--- src/rtl/prws_pkg.sv ---
// shared types and constants of the priority ready/wait scheduler
// no dependencies; used by every module of the block except prws_ram
package prws_pkg;

	// default sizes, handed down as top-level parameter defaults
	localparam int LEVELS_DEF     = 6;
	localparam int TASK_SLOTS_DEF = 16;

	// fixed field widths
	localparam int ID_W  = 4;
	localparam int LVL_W = 3;
	localparam int ST_W  = 2;

	// operation codes
	localparam logic OP_ADD = 1'b0;
	localparam logic OP_RUN = 1'b1;

	// result status codes
	localparam logic [ST_W-1:0] ST_ADDED  = 2'd0;
	localparam logic [ST_W-1:0] ST_RUN    = 2'd1;
	localparam logic [ST_W-1:0] ST_IDLE   = 2'd2;
	localparam logic [ST_W-1:0] ST_REJECT = 2'd3;

	// request transaction payload
	typedef struct packed {
		logic             operation;
		logic [ID_W-1:0]  task_id;
		logic [LVL_W-1:0] priority_req;
		logic             blocks;
	} req_item_t;

	// response transaction payload
	typedef struct packed {
		logic [ST_W-1:0]  status;
		logic [ID_W-1:0]  run_id;
		logic [LVL_W-1:0] run_level;
		logic             woke;
		logic [ID_W-1:0]  woke_id;
	} rsp_item_t;

	// controller states
	typedef enum logic [2:0] {
		S_IDLE,
		S_DECODE,
		S_POP,
		S_PUSH,
		S_DONE
	} state_t;

	// controller to datapath commands
	typedef struct packed {
		logic capture;
		logic decode;
		logic pop;
		logic push;
		logic load_out;
	} ctrl_cmd_t;

	// datapath to controller status
	typedef struct packed {
		logic is_add;
		logic run_empty;
		logic blocks;
		logic out_free;
	} dp_stat_t;

endpackage

--- src/rtl/prws_ram.sv ---
// generic single-write, single-read RAM with registered read data
// no dependencies
module prws_ram #(
	parameter int WIDTH = 4,
	parameter int DEPTH = 16
) (
	input  logic                     clk,
	input  logic                     we,
	input  logic [$clog2(DEPTH)-1:0] waddr,
	input  logic [WIDTH-1:0]         wdata,
	input  logic                     re,
	input  logic [$clog2(DEPTH)-1:0] raddr,
	output logic [WIDTH-1:0]         rdata
);

	logic [WIDTH-1:0] mem_q [DEPTH];
	logic [WIDTH-1:0] rdata_q;

	// write port and registered read port
	always_ff @(posedge clk) begin
		if (we) begin
			mem_q[waddr] <= wdata;
		end
		if (re) begin
			rdata_q <= mem_q[raddr];
		end
	end

	assign rdata = rdata_q;

endmodule

--- src/rtl/prws_ctrl.sv ---
// controller state machine of the scheduler: sequences add and run steps
// depends on prws_pkg
module prws_ctrl (
	input  logic                 clk,
	input  logic                 arst_n,
	input  logic                 req_valid,
	output logic                 req_ready,
	input  prws_pkg::dp_stat_t   stat,
	output prws_pkg::ctrl_cmd_t  cmd
);

	prws_pkg::state_t state_q, state_d;

	// state register
	always_ff @(posedge clk or negedge arst_n) begin
		if (!arst_n) begin
			state_q <= prws_pkg::S_IDLE;
		end else begin
			state_q <= state_d;
		end
	end

	// next state and commands
	always_comb begin
		state_d   = state_q;
		cmd       = '0;
		req_ready = 1'b0;
		case (state_q)
			prws_pkg::S_IDLE: begin
				req_ready = 1'b1;
				if (req_valid) begin
					cmd.capture = 1'b1;
					state_d     = prws_pkg::S_DECODE;
				end
			end
			prws_pkg::S_DECODE: begin
				cmd.decode = 1'b1;
				if (stat.is_add || stat.run_empty) begin
					state_d = prws_pkg::S_DONE;
				end else begin
					state_d = prws_pkg::S_POP;
				end
			end
			prws_pkg::S_POP: begin
				cmd.pop = 1'b1;
				if (stat.blocks) begin
					state_d = prws_pkg::S_PUSH;
				end else begin
					state_d = prws_pkg::S_DONE;
				end
			end
			prws_pkg::S_PUSH: begin
				cmd.push = 1'b1;
				state_d  = prws_pkg::S_DONE;
			end
			prws_pkg::S_DONE: begin
				if (stat.out_free) begin
					cmd.load_out = 1'b1;
					state_d      = prws_pkg::S_IDLE;
				end
			end
			default: begin
				state_d = prws_pkg::S_IDLE;
			end
		endcase
	end

endmodule

--- src/rtl/prws_dp.sv ---
// datapath of the scheduler: per-level list heads, busy bits, link RAM, result
// depends on prws_pkg and prws_ram
module prws_dp #(
	parameter int LEVELS     = prws_pkg::LEVELS_DEF,
	parameter int TASK_SLOTS = prws_pkg::TASK_SLOTS_DEF
) (
	input  logic                 clk,
	input  logic                 arst_n,
	input  prws_pkg::req_item_t  req_data,
	output prws_pkg::rsp_item_t  rsp_data,
	output logic                 rsp_valid,
	input  logic                 rsp_ready,
	input  prws_pkg::ctrl_cmd_t  cmd,
	output prws_pkg::dp_stat_t   stat
);

	localparam int LV_W  = $clog2(LEVELS);
	localparam int IDX_W = $clog2(TASK_SLOTS);

	// list heads and tails per level
	logic [prws_pkg::ID_W-1:0] rdy_first_q [LEVELS];
	logic [prws_pkg::ID_W-1:0] rdy_last_q  [LEVELS];
	logic [prws_pkg::ID_W-1:0] blk_first_q [LEVELS];
	logic [prws_pkg::ID_W-1:0] blk_last_q  [LEVELS];
	logic [LEVELS-1:0]         rdy_ne_q;
	logic [LEVELS-1:0]         blk_ne_q;
	logic [TASK_SLOTS-1:0]     busy_q;

	// working registers of the step in progress
	prws_pkg::req_item_t       in_q;
	prws_pkg::rsp_item_t       res_q;
	prws_pkg::rsp_item_t       res_d;
	prws_pkg::rsp_item_t       out_q;
	logic                      out_valid_q;
	logic [prws_pkg::ID_W-1:0] tid_q;
	logic [LV_W-1:0]           lvl_q;
	logic                      sel_blk_q;

	logic                      is_add;
	logic                      add_ok;
	logic [IDX_W-1:0]          add_idx;
	logic [LV_W-1:0]           add_lvl;
	logic                      rdy_hit;
	logic                      blk_hit;
	logic [LV_W-1:0]           rdy_lvl;
	logic [LV_W-1:0]           blk_lvl;
	logic [LV_W-1:0]           run_lvl;
	logic [prws_pkg::ID_W-1:0] run_tid;
	logic                      run_go;
	logic                      pop_last;

	logic                      ram_we;
	logic [IDX_W-1:0]          ram_waddr;
	logic [prws_pkg::ID_W-1:0] ram_wdata;
	logic [prws_pkg::ID_W-1:0] ram_rdata;

	// add decode: range and busy check, level saturation
	assign is_add  = (in_q.operation == prws_pkg::OP_ADD);
	assign add_idx = IDX_W'(in_q.task_id);
	assign add_ok  = (32'(in_q.task_id) < TASK_SLOTS) && !busy_q[add_idx];
	assign add_lvl = (32'(in_q.priority_req) >= LEVELS) ? LV_W'(LEVELS - 1)
	                                                    : LV_W'(in_q.priority_req);

	// lowest-numbered nonempty level of each set
	always_comb begin
		rdy_lvl = '0;
		blk_lvl = '0;
		for (int l = LEVELS - 1; l >= 0; l--) begin
			if (rdy_ne_q[l]) begin
				rdy_lvl = LV_W'(l);
			end
			if (blk_ne_q[l]) begin
				blk_lvl = LV_W'(l);
			end
		end
	end

	assign rdy_hit = |rdy_ne_q;
	assign blk_hit = |blk_ne_q;

	// run selection: ready head, or oldest blocked task woken straight into dispatch
	assign run_lvl = rdy_hit ? rdy_lvl : blk_lvl;
	assign run_tid = rdy_hit ? rdy_first_q[rdy_lvl] : blk_first_q[blk_lvl];
	assign run_go  = cmd.decode && !is_add && (rdy_hit || blk_hit);

	// head of the popped list is its last entry
	assign pop_last = sel_blk_q ? (tid_q == blk_last_q[lvl_q])
	                            : (tid_q == rdy_last_q[lvl_q]);

	// result of the decoded transaction
	always_comb begin
		res_d = '0;
		if (is_add) begin
			res_d.status = add_ok ? prws_pkg::ST_ADDED : prws_pkg::ST_REJECT;
		end else if (!rdy_hit && !blk_hit) begin
			res_d.status = prws_pkg::ST_IDLE;
		end else begin
			res_d.status    = prws_pkg::ST_RUN;
			res_d.run_id    = run_tid;
			res_d.run_level = prws_pkg::LVL_W'(run_lvl);
			res_d.woke      = !rdy_hit;
			res_d.woke_id   = rdy_hit ? '0 : run_tid;
		end
	end

	// link RAM write port: add append or blocked append
	always_comb begin
		ram_we    = 1'b0;
		ram_waddr = IDX_W'(rdy_last_q[add_lvl]);
		ram_wdata = in_q.task_id;
		if (cmd.decode && is_add && add_ok && rdy_ne_q[add_lvl]) begin
			ram_we = 1'b1;
		end
		if (cmd.push && blk_ne_q[lvl_q]) begin
			ram_we    = 1'b1;
			ram_waddr = IDX_W'(blk_last_q[lvl_q]);
			ram_wdata = tid_q;
		end
	end

	prws_ram #(
		.WIDTH(prws_pkg::ID_W),
		.DEPTH(TASK_SLOTS)
	) u_link_ram (
		.clk  (clk),
		.we   (ram_we),
		.waddr(ram_waddr),
		.wdata(ram_wdata),
		.re   (run_go),
		.raddr(IDX_W'(run_tid)),
		.rdata(ram_rdata)
	);

	// control state: nonempty flags, busy bits, output valid
	always_ff @(posedge clk or negedge arst_n) begin
		if (!arst_n) begin
			rdy_ne_q    <= '0;
			blk_ne_q    <= '0;
			busy_q      <= '0;
			out_valid_q <= 1'b0;
		end else begin
			if (cmd.decode && is_add && add_ok) begin
				rdy_ne_q[add_lvl] <= 1'b1;
				busy_q[add_idx]   <= 1'b1;
			end
			if (cmd.pop) begin
				if (pop_last) begin
					if (sel_blk_q) begin
						blk_ne_q[lvl_q] <= 1'b0;
					end else begin
						rdy_ne_q[lvl_q] <= 1'b0;
					end
				end
				if (!in_q.blocks) begin
					busy_q[IDX_W'(tid_q)] <= 1'b0;
				end
			end
			if (cmd.push) begin
				blk_ne_q[lvl_q] <= 1'b1;
			end
			if (cmd.load_out) begin
				out_valid_q <= 1'b1;
			end else if (rsp_ready) begin
				out_valid_q <= 1'b0;
			end
		end
	end

	// payload registers
	always_ff @(posedge clk) begin
		if (cmd.capture) begin
			in_q <= req_data;
		end
		if (cmd.decode) begin
			res_q <= res_d;
			if (is_add && add_ok) begin
				rdy_last_q[add_lvl] <= in_q.task_id;
				if (!rdy_ne_q[add_lvl]) begin
					rdy_first_q[add_lvl] <= in_q.task_id;
				end
			end
			tid_q     <= run_tid;
			lvl_q     <= run_lvl;
			sel_blk_q <= !rdy_hit;
		end
		// pop: advance the head past the dispatched task
		if (cmd.pop && !pop_last) begin
			if (sel_blk_q) begin
				blk_first_q[lvl_q] <= ram_rdata;
			end else begin
				rdy_first_q[lvl_q] <= ram_rdata;
			end
		end
		// push: append the blocking task to its level's blocked list
		if (cmd.push) begin
			blk_last_q[lvl_q] <= tid_q;
			if (!blk_ne_q[lvl_q]) begin
				blk_first_q[lvl_q] <= tid_q;
			end
		end
		if (cmd.load_out) begin
			out_q <= res_q;
		end
	end

	assign rsp_data       = out_q;
	assign rsp_valid      = out_valid_q;
	assign stat.is_add    = is_add;
	assign stat.run_empty = !rdy_hit && !blk_hit;
	assign stat.blocks    = in_q.blocks;
	assign stat.out_free  = !out_valid_q || rsp_ready;

endmodule

--- src/rtl/priority_ready_wait_scheduler_unit.sv ---
// Priority ready/wait scheduler, top level.
// Steps: an add passes through decode and then the output load; a run that finds
// a task adds the link read and pop, and a blocked append when that task blocks.
// One transaction at a time: a new request is taken only after the last result is
// loaded into the output register; pops and appends share the link RAM.
// Reset: all lists empty and all ids free at once; no clearing pass.
module priority_ready_wait_scheduler_unit #(
	parameter int LEVELS     = prws_pkg::LEVELS_DEF,
	parameter int TASK_SLOTS = prws_pkg::TASK_SLOTS_DEF
) (
	input  logic                clk,
	input  logic                arst_n,
	input  logic                req_valid,
	output logic                req_ready,
	input  prws_pkg::req_item_t req_data,
	output logic                rsp_valid,
	input  logic                rsp_ready,
	output prws_pkg::rsp_item_t rsp_data
);

	prws_pkg::ctrl_cmd_t cmd;
	prws_pkg::dp_stat_t  stat;

	// sequencing
	prws_ctrl u_ctrl (
		.clk      (clk),
		.arst_n   (arst_n),
		.req_valid(req_valid),
		.req_ready(req_ready),
		.stat     (stat),
		.cmd      (cmd)
	);

	// lists, link storage and result register
	prws_dp #(
		.LEVELS    (LEVELS),
		.TASK_SLOTS(TASK_SLOTS)
	) u_dp (
		.clk      (clk),
		.arst_n   (arst_n),
		.req_data (req_data),
		.rsp_data (rsp_data),
		.rsp_valid(rsp_valid),
		.rsp_ready(rsp_ready),
		.cmd      (cmd),
		.stat     (stat)
	);

endmodule
--- config.mk ---
export PLATFORM = sky130hd
export DESIGN_NAME = priority_ready_wait_scheduler_unit
export DESIGN_NICKNAME = d
export VERILOG_FILES = /design/src/rtl/prws_pkg.sv /design/src/rtl/prws_ram.sv /design/src/rtl/prws_ctrl.sv /design/src/rtl/prws_dp.sv /design/src/rtl/priority_ready_wait_scheduler_unit.sv
export SDC_FILE = /design/constraint.sdc
export NUM_CORES = 1
export LEC_CHECK = 0
export BUFFER_PORTS_ARGS = -buffer_cell sky130_fd_sc_hd__buf_2
export CAP_MARGIN = 5
export CORE_ASPECT_RATIO = 0.6
export CORE_MARGIN = 5
export CORE_UTILIZATION = 60
export DETAILED_ROUTE_END_ITERATION = 6
export GPL_TIMING_DRIVEN = 0
export PLACE_DENSITY = 0.88
export SLEW_MARGIN = 40
export SYNTH_ARGS = -nofsm -noshare
export SYNTH_HDL_FRONTEND = slang
export SYNTH_SLANG_ARGS = --single-unit
--- constraint.sdc ---
create_clock -name clk -period 4.47 [get_ports clk]
set_input_delay 0.2235 -clock clk [delete_from_list [all_inputs] [get_ports clk]]
set_output_delay 0.2235 -clock clk [all_outputs]
set_load 0.01 [all_outputs]
==> flow_metrics.env, run 1 <==
export IMPL_synth_top_area_cell="edfxtp_1"
export IMPL_insertion_delay_ns=0.52
export IMPL_tightest_slew_ns=0.9513
export IMPL_rows=37
export IMPL_drive_gt1_frac=0.1627
export IMPL_ys_ff_latch=244
export IMPL_drtIter0Drc=1085
export IMPL_ant_nets=0
export IMPL_setup_tns_final_ns=0
export IMPL_htree_levels=1
export IMPL_grt_setup_unrepaired="false"
export IMPL_numCtsBuffers=22
export IMPL_num_io_pins=29
export IMPL_r2r_end="u_dp.rdy_first_q[1][2]$_DFFE_PP_"
export IMPL_grt_max_degree=33
export IMPL_wl_met3_um=3764
export IMPL_maxSlewViolCount=0
export IMPL_synthTopCellsByCount="edfxtp_1 (209), nor2_1 (69), nand2_1 (47)"
export IMPL_hold_viol_final=0
export IMPL_yosysMostFrequentCell="edfxtp_1"
export IMPL_ir_drop_v=0.0004061
export IMPL_hold_path_class="in -> reg"
export IMPL_clk_pin_slew_ns=0.06
export IMPL_relSlewSlack=0.3609
export IMPL_topRoutingLayerUsed="met4"
export IMPL_cp_start_kind="flip-flop"
export IMPL_post_drt_wl_per_cell_um=24.45
export IMPL_drc_errors=0
export IMPL_numPlacedInstances=1021
export IMPL_synthCells=758
export IMPL_initial_core_util=0.6168
export IMPL_wl_met2_um=11230
export IMPL_drv_cap=0
export IMPL_diodes=0
export IMPL_cts_sinks=244
export IMPL_skew_ns=0.01302
export IMPL_cellLeakagePower_uw=0.004105
export IMPL_synth_top_area_frac=0.5877
export IMPL_dpl_instance_area_um2=11150
export IMPL_tritoncts="done"
export IMPL_die_y_um=113.3
export IMPL_min_to="u_ctrl.state_q[0]$_DFFE_PN0P_"
export IMPL_synth_warnings=0
export IMPL_wl_met1_um=10570
export IMPL_worstRegToRegCells=8
export IMPL_r2r_start="u_dp.add_idx[0]$_DFFE_PP_"
export IMPL_setup_viol=0
export IMPL_root_buffer="clkbuf_16"
export IMPL_drt_pass1_iter_count=6
export IMPL_antenna_found_initial=0
export IMPL_period_minus_slack_ns=4.262
export IMPL_via_count=7202
export IMPL_nNetsFinal=834
export IMPL_ys_types=63
export IMPL_crit_path_max_fanout=10
export IMPL_async_flop_share=0.1311
export IMPL_required_ns=4.61
export IMPL_fp_dieArea_um2=20650
export IMPL_grt_pass1_vias=6852
export IMPL_gp_congestion=0.9392
export IMPL_fin_cells=1070
export IMPL_synth_edf_count=209
export IMPL_synth_area_leaders="edfxtp_1 (59%), dfrtp_1 (7.5%), mux2i_1 (4.1%)"
export IMPL_grt_ovfl_total=0
export IMPL_coreArea_um2=17310
export IMPL_synth_area_um2=10680
export IMPL_crit_type="reg -> reg"
export IMPL_max_freq_mhz=234.7
export IMPL_track_usage=0.2534
export IMPL_clk_path_buf_depth=3
export IMPL_holdPathStages=3
export IMPL_grt_pass1_wl_um=40080
export IMPL_min_period_over_period=0.9534
export IMPL_io_buffers=28
export IMPL_critPathArrivalTime_ns=4.40
export IMPL_fin_area_um2=11920
export IMPL_min_from="req_valid"
export IMPL_ff2ff_setup_slack_ns=0.21
export IMPL_drt_wl_total_um=26160
export IMPL_cp_end_kind="flip-flop"
export IMPL_seq_area_frac_synth=0.6683
export IMPL_syn_num_nets=771
export IMPL_via_per_inst=6.731
export IMPL_area_delta_synth_final_pct=11.59
export IMPL_synth_area_per_cell_um2=14.09
export IMPL_post_dp_hpwl_um=17990
export IMPL_status="finished, final reports clean"
export IMPL_die_w_um=182.2
export IMPL_synth_flop_cell="edfxtp_1"
export IMPL_p_per_area_nw_per_um2=688.4
## registers in the layout, indices dropped and copies added (netlist names), named ones only
name and cells:
u_dp.blk_ne_q 6, u_dp.busy_q 16, u_dp.rsp_data 14, u_dp.tid_q 4, u_dp.res_q 14, u_dp.add_idx 4
u_dp.rsp_valid 1, u_dp.rdy_last_q 24, u_dp.sel_blk_q 1, u_dp.in_q 4, u_dp.u_link_ram.rdata 4, u_dp.blk_last_q 24
u_dp.u_link_ram.mem_q 64, u_dp.rdy_first_q 24, u_ctrl.state_q 3, u_dp.lvl_q 3, u_dp.blk_first_q 24, u_dp.stat 1
u_dp.rdy_ne_q 6
## worst max path at each step
stage                                         start                                     end  cells past startpoint
after global routing      u_dp.add_idx[0]$_DFFE_PP_  u_dp.u_link_ram.mem_q[11][3]$_DFFE_PP_                      9
after CTS                 u_dp.add_idx[0]$_DFFE_PP_        u_dp.rdy_first_q[3][1]$_DFFE_PP_                      6
after detailed placement  u_dp.add_idx[0]$_DFFE_PP_        u_dp.rdy_first_q[3][1]$_DFFE_PP_                      6
final                     u_dp.add_idx[0]$_DFFE_PP_        u_dp.rdy_first_q[1][2]$_DFFE_PP_                      8
after floorplan           u_dp.add_idx[0]$_DFFE_PP_        u_dp.rdy_first_q[2][0]$_DFFE_PP_                      6
after global placement    u_dp.add_idx[0]$_DFFE_PP_        u_dp.rdy_first_q[2][1]$_DFFE_PP_                      6
## power by group
group | internal [uW] | switching (uW)
Combinational | 1090 | 2070
Clock | 936 | 796
Sequential | 3050 | 259
Total | 5080 | 3120
## cell families after synthesis
group,Yosys count,share of synthesized area
flops,244,0.6683
simple gates,193,0.08963
xor+xnor,4,0.003280
buf+inv,63,0.02484
compound gates,166,0.1084
mux,88,0.1056
## stage by stage
| stage | power, uW | hold slack (ns) | setup slack (ns) | utilization |
|---|---|---|---|---|
| global placement | 6218 | 0.3182 | 0.3646 | 0.6418 |
| CTS | 8085 | 0.04212 | 0.2516 | 0.6867 |
| global route | 8536 | 0.06855 | 0.06619 | 0.6883 |
| floorplan | 5363 | -0.07209 | 1.363 | - |
| finish | 8203 | 0.05949 | 0.2083 | 0.6883 |
| detailed placement | 6344 | 0.3337 | 0.3048 | 0.6438 |
## area by class of cell
| type | count | area, um2 |
|---|---|---|
| Clock inverter | 11 | 47.55 |
| Multi-Input combinational cell | 451 | 3329 |
| Buffer | 40 | 178.9 |
| Clock buffer | 28 | 594.3 |
| Fill cell | 1164 | 5398 |
| Timing Repair Buffer | 39 | 250.2 |
| Tap cell | 234 | 292.8 |
| Inverter | 23 | 86.33 |
| Sequential cell | 244 | 7137 |
## cell usage in the layout, fill, tap and decap left out, types with 13 or more instances in the layout
cell,count
edfxtp_1,209
nor2_1,69
nand2_1,47
mux2i_1,44
a21oi_1,36
buf_2,35
o21ai_0,32
dfrtp_1,32
clkbuf_1,30
mux2_2,27
clkbuf_16,23
a211oi_1,20
inv_1,18
a2111oi_0,17
mux4_2,17
o31a_1,16
nor2b_1,14
a31oi_1,13
## routing by layer
layer,vias up,GRT usage
li1,3066,-
met1,3485,0.3873
met2,583,0.3657
met3,68,0.07324
met4,0,0.05597
met5,-,0
## critical path: stages (launching register included)
cell,delay [ns]
edfxtp_1,0.45
clkbuf_1,0.55
mux4_2,0.61
mux4_2,0.57
nor3_1,0.76
nand2_1,0.34
nor2_1,0.23
nand2_1,0.09
o21ai_0,0.30
## what timing repair did
item,in CTS,in global routing
buffers inserted,0,0
endpoints found under the hold margin,41,0
gates resized for setup,0,0
hold buffers,10,0
Note: power is estimated with default switching activity, not from simulation.
==> inputs of run 2 (changes only) <==
- CORE_MARGIN: 5 -> not set
- PLACE_DENSITY: 0.88 -> not set
- PLACE_DENSITY_LB_ADDON: not set -> 0.1
==> run 2 against run 1 <==
  * Combinational power grew 2%
  * Worst hold slack lost 0.058 ns
  * Via count fell by 1.8%
  * Critical path type unchanged
  * Highest routed layer unchanged
==> flow_metrics.env, run 2 (synthesis results as in run 1) <==
export IMPL_period_minus_slack_ns=4.213
export IMPL_largest_reg_flops=64
export IMPL_crit_type="reg -> reg"
export IMPL_status="finished, final reports clean"
export IMPL_endpoint="u_dp.rdy_first_q[2][2]$_DFFE_PP_"
export IMPL_cts_sinks=244
export IMPL_numCtsBuffers=22
export IMPL_skew_ns=0.01456
export IMPL_drc_errors=0
export IMPL_htree_levels=1
export IMPL_cp_start_kind="flip-flop"
export IMPL_holdBufCountCts=10
export IMPL_area_delta_synth_final_pct=11.80
export IMPL_num_io_pins=29
export IMPL_cts_resized=0
export IMPL_total_power_uw=8296
export IMPL_maxSlewViolCount=0
export IMPL_fin_cells=1071
export IMPL_post_drt_wl_per_cell_um=24.50
export IMPL_insertion_delay_ns=0.51
export IMPL_postCtsSetupBuffers=0
export IMPL_fillers=1141
export IMPL_via_per_inst=6.606
export IMPL_gp_congestion=0.9329
export IMPL_rows=37
export IMPL_cellLeakagePower_uw=0.004124
export IMPL_hold_path_class="in -> reg"
export IMPL_root_buffer="clkbuf_16"
export IMPL_worstRegToRegCells=6
export IMPL_clk_pin_slew_ns=0.07
export IMPL_required_ns=4.61
export IMPL_post_dp_hpwl_um=19030
export IMPL_via_count=7075
export IMPL_critPathArrivalTime_ns=4.35
export IMPL_coreArea_um2=17270
export IMPL_grt_pass1_wl_um=39520
export IMPL_track_usage=0.2919
export IMPL_drt_pass1_iter_count=7
export IMPL_ir_drop_v=0.0003206
export IMPL_setup_tns_final_ns=0
export IMPL_crit_start="u_dp.add_idx[0]$_DFFE_PP_"
export IMPL_min_period_over_period=0.9425
export IMPL_die_w_um=174.2
export IMPL_ant_nets=0
export IMPL_max_freq_mhz=237.4
export IMPL_diodes=0
export IMPL_hold_viol_final=0
export IMPL_clk_path_buf_depth=3
export IMPL_grt_ovfl_total=0
export IMPL_setup_slack_ns=0.2571
export IMPL_numPlacedInstances=1022
export IMPL_fp_dieArea_um2=18350
export IMPL_initial_core_util=0.6184
export IMPL_antenna_found_initial=0
export IMPL_grt_setup_unrepaired="false"
export IMPL_grt_pass1_vias=6625
export IMPL_p_per_area_nw_per_um2=694.8
export IMPL_top_register="u_dp.u_link_ram.mem_q"
export IMPL_die_y_um=105.3
export IMPL_grt_max_degree=33
export IMPL_tightest_slew_ns=0.9409
export IMPL_drt_wl_total_um=26240
export IMPL_ff2ff_setup_slack_ns=0.26
export IMPL_drive_gt1_frac=0.1673
export IMPL_relSlewSlack=0.3565
export IMPL_crit_path_max_fanout=10
export IMPL_nNetsFinal=835
export IMPL_drtIter0Drc=944
export IMPL_final_common_cell="edfxtp_1"
export IMPL_r2r_end="u_dp.rdy_first_q[2][2]$_DFFE_PP_"
export IMPL_cp_end_kind="flip-flop"
export IMPL_setup_viol=0
export IMPL_tritoncts="done"
export IMPL_drv_cap=0
export IMPL_final_cell_mix="edfxtp_1 (209), nor2_1 (69), nand2_1 (47)"
export IMPL_r2r_start="u_dp.add_idx[0]$_DFFE_PP_"
export IMPL_place_ws_ns=0.2975
export IMPL_io_buffers=28
## run 2: cell count changes in the layout (fill, tap and decap cells not counted), moves of 2 or more
cell and delta:
clkinv_2 +3, buf_2 +2, clkbuf_1 -2, clkbuf_8 +2
clkinv_1 -2
## run 2: where the power goes
part | internal [uW] | switching, uW
registers | 3050 | 255
logic | 1090 | 2130
clock network | 967 | 799
## run 2: per-layer routing
metal / GRT usage / vias up / part of all wire
met5: 0 / - / 0
met4: 0.06454 / 0 / 0.021
met3: 0.08983 / 58 / 0.14
met2: 0.3717 / 477 / 0.39
met1: 0.4807 / 3482 / 0.45
li1: - / 3058 / -
## run 2: how the worst min path moves through the flow
stage                    from                            end  slack [ns]  cells past startpoint
global placement       arst_n     u_dp.blk_ne_q[1]$_DFF_PN0_        0.32                      1
CTS                 rsp_ready     u_dp.rsp_valid$_DFFE_PN0P_       0.002                      3
floorplan              arst_n  u_ctrl.state_q[0]$_DFFE_PN0P_       -0.07                      0
global route        rsp_ready     u_dp.rsp_valid$_DFFE_PN0P_        0.03                      3
detailed placement     arst_n     u_dp.blk_ne_q[1]$_DFF_PN0_        0.35                      1
finish              rsp_ready     u_dp.rsp_valid$_DFFE_PN0P_       0.002                      3
## run 2: critical path, stage by stage, from the launching register on
cell	delay (ns)
edfxtp_1	0.44
clkbuf_1	0.62
mux4_2	0.59
mux4_2	0.53
nor3_1	0.64
nand2_1	0.26
o32ai_1	0.74
## run 2: layout make-up
cell class	count	area, um2	area share
Buffer	40	178.9	0.01499
Multi-Input combinational cell	451	3331	0.2790
Tap cell	234	292.8	0.02452
Clock buffer	28	614.3	0.05146
Sequential cell	244	7137	0.5978
Timing Repair Buffer	40	252.7	0.02117
Inverter	23	86.33	0.007231
Clock inverter	11	46.29	0.003878
## run 2: per-stage QoR
stage	instance area (um2)	hold WS, ns	utilization
floorplan	10680	-0.07209	-
global placement	11110	0.3201	0.6435
detailed placement	11150	0.3473	0.6458
CTS	11910	0.001565	0.6899
global route	11940	0.02941	0.6914
finish	11940	0.001829	0.6914
==> inputs of run 3 (changes only) <==
- REMOVE_ABC_BUFFERS: not set -> 1
==> run 3 against run 2 <==
  * Design area down 0.69%
  * Cell count down 3.2%
  * Clock skew increased by 0.014 ns
  * Highest routed layer is now met5
==> flow_metrics.env, run 3 (synthesis results as in run 1) <==
export IMPL_status="finished, final reports clean"
export IMPL_rows=37
export IMPL_initial_core_util=0.6184
export IMPL_numCtsBuffers=22
export IMPL_grt_use_met3=0.1017
export IMPL_skew_ns=0.02837
export IMPL_utilization=0.6866
export IMPL_crit_path_max_fanout=17
export IMPL_drtIter0Drc=1062
export IMPL_worstRegToRegCells=11
export IMPL_grt_ovfl_total=0
export IMPL_required_ns=4.73
export IMPL_fin_area_um2=11860
export IMPL_cts_resized=0
export IMPL_tritoncts="done"
export IMPL_grt_setup_unrepaired="false"
export IMPL_endpoint="u_dp.u_link_ram.rdata[1]$_DFFE_PP_"
export IMPL_p_per_area_nw_per_um2=694.2
export IMPL_final_cell_mix="edfxtp_1 (209), nor2_1 (69), nand2_1 (47)"
export IMPL_drt_wl_total_um=25930
export IMPL_die_w_um=174.2
export IMPL_drv_cap=0
export IMPL_hold_viol_final=0
export IMPL_ff2ff_setup_slack_ns=0.22
export IMPL_die_y_um=105.3
export IMPL_tightest_slew_ns=0.9910
export IMPL_coreArea_um2=17270
export IMPL_cts_sinks=244
export IMPL_min_period_over_period=0.9516
export IMPL_top_register="u_dp.u_link_ram.mem_q"
export IMPL_grt_pass1_vias=6594
export IMPL_nNetsFinal=800
export IMPL_cp_num_buf_inv=4
export IMPL_r2r_start="u_dp.blk_ne_q[2]$_DFF_PN0_"
export IMPL_htree_levels=1
export IMPL_critical_path_max_stage_delay_ns=0.68
export IMPL_clk_path_buf_depth=3
export IMPL_track_usage=0.2923
export IMPL_grt_max_degree=33
export IMPL_slowest_stage="nor3_4"
export IMPL_io_buffers=28
export IMPL_r2r_end="u_dp.u_link_ram.rdata[1]$_DFFE_PP_"
export IMPL_insertion_delay_ns=0.53
export IMPL_cp_top_family="simple AND/OR/NAND/NOR gates"
export IMPL_period_minus_slack_ns=4.254
export IMPL_fin_cells=1037
export IMPL_via_per_inst=6.659
export IMPL_relSlewSlack=0.3223
export IMPL_maxSlewViolCount=0
export IMPL_ant_nets=0
export IMPL_post_drt_wl_per_cell_um=25.01
export IMPL_cp_end_kind="flip-flop"
export IMPL_cellLeakagePower_uw=0.004058
export IMPL_drt_pass1_iter_count=5
export IMPL_holdWs_ns=0.01094
export IMPL_top_usage_layer="met1"
export IMPL_max_freq_mhz=235.1
export IMPL_grt_use_met1=0.4618
export IMPL_drive_gt1_frac=0.1719
export IMPL_critPathArrivalTime_ns=4.52
export IMPL_root_buffer="clkbuf_16"
export IMPL_crit_type="reg -> reg"
export IMPL_clk_pin_slew_ns=0.07
export IMPL_ir_drop_v=0.0003444
export IMPL_drc_errors=0
export IMPL_path_cells="nor2_1 > o211ai_1 > buf_4 > nor3_4 > nor3_4 > buf_6 > buf_8 > buf_6 > mux2i_1 > a2111oi_0 > or4_1"
export IMPL_gp_congestion=0.8911
export IMPL_largest_reg_flops=64
export IMPL_crit_start="u_dp.blk_ne_q[2]$_DFF_PN0_"
export IMPL_setup_viol=0
export IMPL_total_power_uw=8231
export IMPL_grt_pass1_wl_um=39540
export IMPL_diodes=0
export IMPL_area_delta_synth_final_pct=11.03
export IMPL_cp_depth=11
export IMPL_grtUsageMet2=0.3810
export IMPL_final_common_cell="edfxtp_1"
export IMPL_dpl_instance_area_um2=11060
export IMPL_fp_dieArea_um2=18350
export IMPL_num_io_pins=29
export IMPL_postCtsSetupBuffers=0
export IMPL_via_count=6905
export IMPL_antenna_found_initial=1
export IMPL_numPlacedInstances=987
export IMPL_post_dp_hpwl_um=18290
export IMPL_hold_path_class="in -> reg"
export IMPL_cp_start_kind="flip-flop"
[run 3: cell types whose count changed in the layout (fill, tap and decap cells not counted), moves of 2 or more]
cell / change
clkinv_2: -2
clkinv_1: -2
a2111oi_0: -3
a21oi_2: -2
nor3_1: -2
clkbuf_8: -2
clkinvlp_4: +3
nor4_2: +2
nor3_2: +2
buf_1: -4
clkbuf_1: -22
a2111oi_1: +3
buf_2: -8
[run 3: worst min-delay path by stage]
| stage | to | start | cells after the start | slack [ns] |
|---|---|---|---|---|
| after floorplan | u_ctrl.state_q[0]$_DFFE_PN0P_ | arst_n | 0 | -0.07 |
| after global placement | u_dp.rdy_ne_q[2]$_DFF_PN0_ | arst_n | 1 | 0.33 |
| after detailed placement | u_dp.rdy_ne_q[4]$_DFF_PN0_ | arst_n | 1 | 0.35 |
| after CTS | u_dp.rsp_valid$_DFFE_PN0P_ | rsp_ready | 3 | 0.01 |
| after global routing | u_dp.rsp_valid$_DFFE_PN0P_ | rsp_ready | 3 | 0.04 |
| final | u_dp.rsp_valid$_DFFE_PN0P_ | rsp_ready | 3 | 0.01 |
[run 3: cell type report]
type | count | area, um2
repair buffers | 45 | 309.0
clock inverters | 12 | 97.59
well taps | 234 | 292.8
clock buffers | 28 | 573.1
flip-flops and latches | 244 | 7138
inverters | 23 | 86.33
multi-input cells | 451 | 3359
fillers | 1165 | 5411
[run 3: layer usage]
| layer | up-vias | share of wire |
|---|---|---|
| li1 | 2988 | - |
| met5 | - | 0.00050 |
| met3 | 53 | 0.15 |
| met1 | 3339 | 0.43 |
| met4 | 2 | 0.021 |
| met2 | 523 | 0.40 |
[run 3: tightest hold or removal path, cell delays in order]
cell      delay [ns]
buf_2           0.07
nand2b_1        0.14
nand2_1         0.06
[run 3: timing repair]
item,CTS,global route
endpoints found under the setup margin,0,2
hold buffers,10,0
endpoints found under the hold margin,41,0
[run 3: power by group]
group          internal (uW)  leakage [uW]  total [uW]  switching (uW)
Clock                    972      0.000315        1790             814
Sequential              3060       0.00233        3620             560
Combinational           1070       0.00141        2830            1760
[run 3: metrics by stage]
step / setup slack (ns) / TNS (ns)
6_report: 0.2162 / 0
5_1_grt: 0.02887 / 0
4_1_cts: 0.2541 / 0
3_5_place_dp: 0.2605 / 0
3_3_place_gp: -0.4005 / -1.019
2_1_floorplan: 0.7203 / 0
